==> src/hdl/isotp_receive_reassembler_assert.svh <==
// Assertion macros for the ISO-TP receive reassembler.
`ifndef ISOTP_RECEIVE_REASSEMBLER_ASSERT_SVH
`define ISOTP_RECEIVE_REASSEMBLER_ASSERT_SVH

// Check a property on every clock edge outside reset.
`define ISOTP_RR_ASSERT(lbl, prop, msg) \
  lbl: assert property (@(posedge clk) disable iff (rst) (prop)) else $error(msg);

// Check a property on every clock edge, reset included.
`define ISOTP_RR_ASSERT_ALWAYS(lbl, prop, msg) \
  lbl: assert property (@(posedge clk) (prop)) else $error(msg);

`endif

==> src/hdl/isotp_rr_pkg.sv <==
// Types, codes and helpers shared by the ISO-TP receive reassembler.
package isotp_rr_pkg;

  localparam int unsigned LenW   = 12;
  localparam int unsigned SeqW   = 4;
  localparam int unsigned DataW  = 56;
  localparam int unsigned NBytes = 7;

  localparam logic [1:0] KIND_SINGLE = 2'd0;
  localparam logic [1:0] KIND_FIRST  = 2'd1;
  localparam logic [1:0] KIND_CONSEC = 2'd2;

  localparam logic [1:0] ST_IDLE = 2'd0;
  localparam logic [1:0] ST_RECV = 2'd1;
  localparam logic [1:0] ST_DONE = 2'd2;
  localparam logic [1:0] ST_ERR  = 2'd3;

  localparam logic [LenW-1:0] FIRST_BYTES = 12'd6;
  localparam logic [LenW-1:0] CONS_BYTES  = 12'd7;

  typedef enum logic [3:0] {
    PH_IDLE = 4'b0001,
    PH_RECV = 4'b0010,
    PH_DONE = 4'b0100,
    PH_ERR  = 4'b1000
  } phase_t;

  typedef struct packed {
    logic [1:0]       frame_kind;
    logic [LenW-1:0]  message_length;
    logic [SeqW-1:0]  sequence_number;
    logic [DataW-1:0] data_bytes;
  } frame_t;

  typedef struct packed {
    logic [DataW-1:0] payload_bytes;
    logic [2:0]       payload_count;
    logic             send_flow_control;
    logic [1:0]       receive_status;
    logic             message_last;
  } result_t;

  function automatic logic [1:0] phase_status(phase_t ph);
    logic [1:0] st;
    unique case (ph)
      PH_IDLE: st = ST_IDLE;
      PH_RECV: st = ST_RECV;
      PH_DONE: st = ST_DONE;
      PH_ERR:  st = ST_ERR;
      default: st = ST_ERR;
    endcase
    return st;
  endfunction

endpackage

==> src/hdl/isotp_rr_core.sv <==
// Reassembly state and per-frame update logic.
`include "isotp_receive_reassembler_assert.svh"

module isotp_rr_core (
  input  logic                 clk,
  input  logic                 rst,
  input  logic                 step,
  input  isotp_rr_pkg::frame_t frame,
  output isotp_rr_pkg::result_t res
);
  import isotp_rr_pkg::*;

  phase_t          phase, phase_next;
  logic [SeqW-1:0] expected_sequence, expected_sequence_next;
  logic [LenW-1:0] total_length, total_length_next;
  logic [LenW-1:0] bytes_delivered, bytes_delivered_next;

  logic [SeqW-1:0] seq_inc;
  logic [LenW-1:0] left;
  logic [LenW-1:0] sum;
  logic [2:0]      count;
  logic            fc;
  logic            last;

  always_comb begin
    seq_inc = expected_sequence + 4'd1;
    left = (total_length > bytes_delivered) ? (total_length - bytes_delivered) : '0;
    sum = '0;
    count = '0;
    fc = 1'b0;
    last = 1'b0;
    phase_next = phase;
    expected_sequence_next = expected_sequence;
    total_length_next = total_length;
    bytes_delivered_next = bytes_delivered;
    priority if (frame.frame_kind == KIND_SINGLE) begin
      count = (frame.message_length > CONS_BYTES) ? 3'd7 : frame.message_length[2:0];
      total_length_next = frame.message_length;
      bytes_delivered_next = {9'd0, count};
      expected_sequence_next = '0;
      phase_next = PH_DONE;
      last = 1'b1;
    end else if (frame.frame_kind == KIND_FIRST) begin
      count = (frame.message_length > FIRST_BYTES) ? 3'd6 : frame.message_length[2:0];
      total_length_next = frame.message_length;
      bytes_delivered_next = {9'd0, count};
      expected_sequence_next = '0;
      if (frame.message_length <= FIRST_BYTES) begin
        phase_next = PH_DONE;
        last = 1'b1;
      end else begin
        phase_next = PH_RECV;
        fc = 1'b1;
      end
    end else if (frame.frame_kind == KIND_CONSEC && phase == PH_RECV) begin
      expected_sequence_next = seq_inc;
      if (frame.sequence_number != seq_inc) begin
        phase_next = PH_ERR;
      end else begin
        count = (left > CONS_BYTES) ? 3'd7 : left[2:0];
        sum = bytes_delivered + {9'd0, count};
        bytes_delivered_next = sum;
        if (sum >= total_length) begin
          phase_next = PH_DONE;
          last = 1'b1;
        end
      end
    end else begin
      phase_next = PH_ERR;
    end
  end

  always_comb begin
    for (int i = 0; i < NBytes; i++) begin
      res.payload_bytes[8*i +: 8] = (i < int'(count)) ? frame.data_bytes[8*i +: 8] : 8'd0;
    end
    res.payload_count = count;
    res.send_flow_control = fc;
    res.receive_status = phase_status(phase_next);
    res.message_last = last;
  end

  always_ff @(posedge clk) begin
    if (rst) begin
      phase <= PH_IDLE;
      expected_sequence <= '0;
      total_length <= '0;
      bytes_delivered <= '0;
    end else if (step) begin
      phase <= phase_next;
      expected_sequence <= expected_sequence_next;
      total_length <= total_length_next;
      bytes_delivered <= bytes_delivered_next;
    end
  end

  `ISOTP_RR_ASSERT(a_last_done, res.message_last |-> res.receive_status == ST_DONE, "last without done")
  `ISOTP_RR_ASSERT(a_err_empty, res.receive_status == ST_ERR |-> res.payload_count == 3'd0, "payload on error")
  `ISOTP_RR_ASSERT(a_fc_recv, res.send_flow_control |-> (res.receive_status == ST_RECV && res.payload_count == 3'd6), "bad flow control")
  `ISOTP_RR_ASSERT(a_step_last, (step && res.message_last) |=> phase == PH_DONE, "done not held")
  `ISOTP_RR_ASSERT_ALWAYS(a_recv_short, phase == PH_RECV |-> bytes_delivered < total_length, "receiving past length")

endmodule

==> src/hdl/isotp_receive_reassembler.sv <==
// Top level of the ISO-TP receive reassembler: input and result registers.
// A frame is held in the input register; its result is then registered as out_res.
// Throughput: one frame per cycle when not stalled; the core state loop is registered.
// Backpressure on the result side stalls the input only when both registers are full.
// Reset: synchronous; clears both valid flags and returns the state to idle.
module isotp_receive_reassembler (
  input  logic        clk,
  input  logic        rst,
  input  logic        in_valid,
  output logic        in_stall,
  input  logic [1:0]  frame_kind,
  input  logic [11:0] message_length,
  input  logic [3:0]  sequence_number,
  input  logic [55:0] data_bytes,
  output logic        out_valid,
  input  logic        out_stall,
  output logic [55:0] payload_bytes,
  output logic [2:0]  payload_count,
  output logic        send_flow_control,
  output logic [1:0]  receive_status,
  output logic        message_last
);
  import isotp_rr_pkg::*;

  logic    s1_valid;
  frame_t  s1_frame;
  logic    out_open;
  logic    advance;
  result_t res;
  result_t out_res;

  assign out_open = !out_valid || !out_stall;
  assign advance  = s1_valid && out_open;
  assign in_stall = s1_valid && !out_open;

  always_ff @(posedge clk) begin
    if (rst) begin
      s1_valid <= 1'b0;
    end else if (!in_stall) begin
      s1_valid <= in_valid;
    end
  end

  always_ff @(posedge clk) begin
    if (in_valid && !in_stall) begin
      s1_frame <= '{frame_kind, message_length, sequence_number, data_bytes};
    end
  end

  isotp_rr_core u_core (
    .clk   (clk),
    .rst   (rst),
    .step  (advance),
    .frame (s1_frame),
    .res   (res)
  );

  always_ff @(posedge clk) begin
    if (rst) begin
      out_valid <= 1'b0;
    end else if (out_open) begin
      out_valid <= s1_valid;
    end
  end

  always_ff @(posedge clk) begin
    if (advance) begin
      out_res <= res;
    end
  end

  assign payload_bytes     = out_res.payload_bytes;
  assign payload_count     = out_res.payload_count;
  assign send_flow_control = out_res.send_flow_control;
  assign receive_status    = out_res.receive_status;
  assign message_last      = out_res.message_last;

endmodule

==> config.mk <==
export PLATFORM = sky130hd
export DESIGN_NAME = isotp_receive_reassembler
export DESIGN_NICKNAME = d
export VERILOG_FILES = /design/src/hdl/isotp_rr_pkg.sv /design/src/hdl/isotp_rr_core.sv /design/src/hdl/isotp_receive_reassembler.sv
export VERILOG_INCLUDE_DIRS = /design/src /design/src/hdl
export SDC_FILE = /design/constraint.sdc
export NUM_CORES = 1
export LEC_CHECK = 0
export BUFFER_PORTS_ARGS = -buffer_cell sky130_fd_sc_hd__clkbuf_2
export CORE_UTILIZATION = 50
export DETAILED_ROUTE_END_ITERATION = 8
export GPL_TIMING_DRIVEN = 0
export PLACE_DENSITY_LB_ADDON = 0.2
export SLEW_MARGIN = 20
export SYNTH_ARGS = -nofsm -noshare
export SYNTH_HDL_FRONTEND = slang
export SYNTH_SLANG_ARGS = --single-unit
==> constraint.sdc <==
create_clock -name clk -period 5.4 [get_ports clk]
set_input_delay 0.81 -clock clk [delete_from_list [all_inputs] [get_ports clk]]
set_output_delay 0.81 -clock clk [all_outputs]
set_load 0.01 [all_outputs]
==> impl_metrics.yaml <==
logic_synthesis:
  yosys_most_used_dff: "edfxtp_1"
  yosys.area.top_type_share: 0.551
  synth_cells: 595
  synth.net_count: 704
  synth_edf_count: 137
  ys_top_cells_by_count: "edfxtp_1, nand2_1, inv_1"
  yosysTopAreaCell: "edfxtp_1"
  ys_seq_area_frac: 0.642
  syn_avg_cell_area_um2: 12.6
  ys_warn_count: 0
  synthTopCellsByArea: "edfxtp_1, dfxtp_1, ha_1, a21boi_0, nand2_1"
  synthArstFlopShare: 0
  synth_most_common_cell: "edfxtp_1"
  netlist_area_mm2: 0.00747
  ys_seq_elements: 171
  yosysUniqueCellTypes: 59
sta:
  worst_slew_pin_slew_ns: 0.686
  clock_skew_ns: 0.00587
  finalWorstSetupSlack_ns: 0.261
  max_freq_mhz: 195
  post-route-period-util: 0.952
  drv_slew: 0
  setup_viol: 0
  whs_ns: 0.483
  hold_viol: 0
  min_period_ns: 5.14
  slew_headroom: 0.540
finish:
  fill_cells: 1158
  fin_util: 0.631
  num_antenna_cells: 0
  seqCellArea_mm2: 0.00479
  drive_gt1_frac: 0.270
  multi_input_comb_area_mm2: 0.00249
  syn2layout_area_growth_pct: 22.8
  nets: 874
placed_design:
  dp_hpwl_mm: 11.4
  dp_slack_ns: -0.273
  gp_congestion: 0.846
  port_buffers: 141
floorplan:
  die_w_um: 124
  dieHeight_um: 124
  io_pins: 143
  start_util: 0.514
  die-area_mm2: 0.0154
  core_mm2: 0.0145
  fp-row-count: 44
cts:
  cts_tree: "built"
  clock-sinks: 171
  htreeDepth: 4
  numCtsBuffers: 17
  insertion_delay_ns: 0.43
  path_clk_slew_ns: 0.06
  cts_root_buf: "clkbuf_16"
  clock_path_buffers: 2
global_route:
  grt-ovfl-total: 0
  grt_busiest_layer: "met2"
  grt_pass1_wl_mm: 25.2
  grt_max_degree: 37
  use_met3: 0.0612
  antenna_found_initial: 0
  grt_util_met2: 0.347
  grt.total_usage: 0.210
  grt_pass1_vias: 5036
  met1_usage: 0.261
power_and_ir_drop:
  leakage_uw: 0.00371
  power_density_mw_per_mm2: 333
  ir_drop_v: 0.000223
  power.total_uw: 3050
outcome:
  status: "finished, final reports clean"
drt:
  drt-pass1-iter-count: 4
  vias_per_cell: 5.26
  vias: 5058
  wl_per_cell_um: 16.0
  drc_errors: 0
  routed_wl_mm: 15.4
  drt_iter0_markers: 314
  antenna_left: 0
worst_setup_path:
  critPathBufInv: 2
  crit_fanout: 6
  slowest_delay_ns: 0.41
  critPathTopFamily: "compound AO/OA/AOI/OAI gates"
  worstSetupPathType: "reg2reg"
  worst-endpoint-arrival_ns: 5.31
  start_kind: "flip-flop"
  cp_slowest_cell: "ha_1"
  cp-end-kind: "flip-flop"
  cp_cell_sequence: "inv_1 > ha_1 > nor2b_2 > o311ai_2 > a211oi_2 > o21a_1 > o21ai_4 > nor2_1 > a21oi_1 > ha_1 > inv_1 > fa_1 > nor2b_1 > o21ai_1 > nor3_2 > nand3_1 > xnor2_2 > ha_1 > o21a_1 > o21a_1 > o21ai_0 > o211ai_1 > nor2b_1"
  crit_required_ns: 5.57
hold_path:
  hp-class: "reg2reg"
flow_run:
  drv_cap: 0
[metrics by stage]
step | std cells | TNS (ns) | area [um^2]
after floorplan | 595 | 0 | 7470
after global placement | 920 | -56.74 | 8410
after detailed placement | 924 | -0.708 | 8510
after CTS | 960 | 0 | 9110
after global routing | 962 | -0.0252 | 9180
final | 962 | 0 | 9180
[routing by layer]
| metal | up-vias | share of wire |
|---|---|---|
| met4 | 0 | 0.012 |
| met5 | - | 0 |
| li1 | 2521 | - |
| met2 | 118 | 0.50 |
| met1 | 2401 | 0.44 |
| met3 | 18 | 0.051 |
[state kept, by name (all words and copies together) (netlist names)]
| name | cells |
|---|---|
| s1_valid | 1 |
| message_last | 1 |
| payload_bytes | 56 |
| s1_frame | 74 |
| u_core.total_length | 12 |
| payload_count | 3 |
| u_core.bytes_delivered | 12 |
| receive_status | 2 |
| out_valid | 1 |
| u_core.phase | 4 |
| send_flow_control | 1 |
| u_core.expected_sequence | 4 |
[logic make-up after synthesis]
group | count (synthesis) | share of synthesized area
AOI/OAI and AO/OA | 156 | 0.147
xor gates and xnor gates | 20 | 0.0234
adders and majority gates | 31 | 0.0539
buffers and inverters | 64 | 0.0335
DFF | 171 | 0.642
muxes | 2 | 0.00285
and+or+nand+nor | 151 | 0.0973
[area by class of cell]
| type | instances | share of cell area |
|---|---|---|
| Sequential cell | 171 | 0.523 |
| Buffer | 14 | 0.00682 |
| Tap cell | 184 | 0.0251 |
| Clock buffer | 18 | 0.0468 |
| Multi-Input combinational cell | 360 | 0.271 |
| Timing Repair Buffer | 151 | 0.0922 |
| Inverter | 50 | 0.0206 |
| Clock inverter | 14 | 0.0146 |
[cell usage in the layout (no fill, tap or decap), types with 3 or more instances in the layout]
master     instances
a211oi_1          13
a21boi_0          30
a21boi_1          10
a21o_1             6
a21oi_1           35
and2_1             8
and3_1             5
buf_4              6
clkbuf_1          12
clkbuf_16         17
clkbuf_2         141
dfxtp_1           34
edfxtp_1         137
ha_1              28
inv_1             49
inv_6              5
nand2_1           58
nand2b_1           9
nand3_1           12
nand4_1            3
nor2_1            26
nor2b_1            4
nor3_1            10
nor3_2             3
o211ai_1           4
o21a_1            11
o21ai_0           19
o21ai_1            6
xnor2_1           14
xor2_1             5
[power by group]
group / total (uW) / switching [uW] / internal, uW
Clock: 1160 / 519 / 645
Combinational: 368 / 212 / 156
Sequential: 1520 / 22.4 / 1500
Total: 3050 / 754 / 2300
[final timing paths]
check / startpoint / cells after the start / endpoint / slack, ns
min: u_core.phase[0] / 1 / u_core.phase[0] / 0.48
max: u_core.bytes_delivered[2] / 23 / receive_status[1] / 0.26
min reg2reg: u_core.phase[0] / 1 / u_core.phase[0] / 0.48
max reg2reg: u_core.bytes_delivered[2] / 23 / receive_status[1] / 0.26
[what timing repair did]
item / in CTS / in global routing
endpoints found under the hold margin: 0 / 0
gates resized for setup: 1 / 13
hold buffers: 0 / 0
endpoints found under the setup margin: 5 / 5
pin swaps: 2 / 4
buffers inserted: 4 / 2
Note: power is estimated with default switching activity, not from simulation.
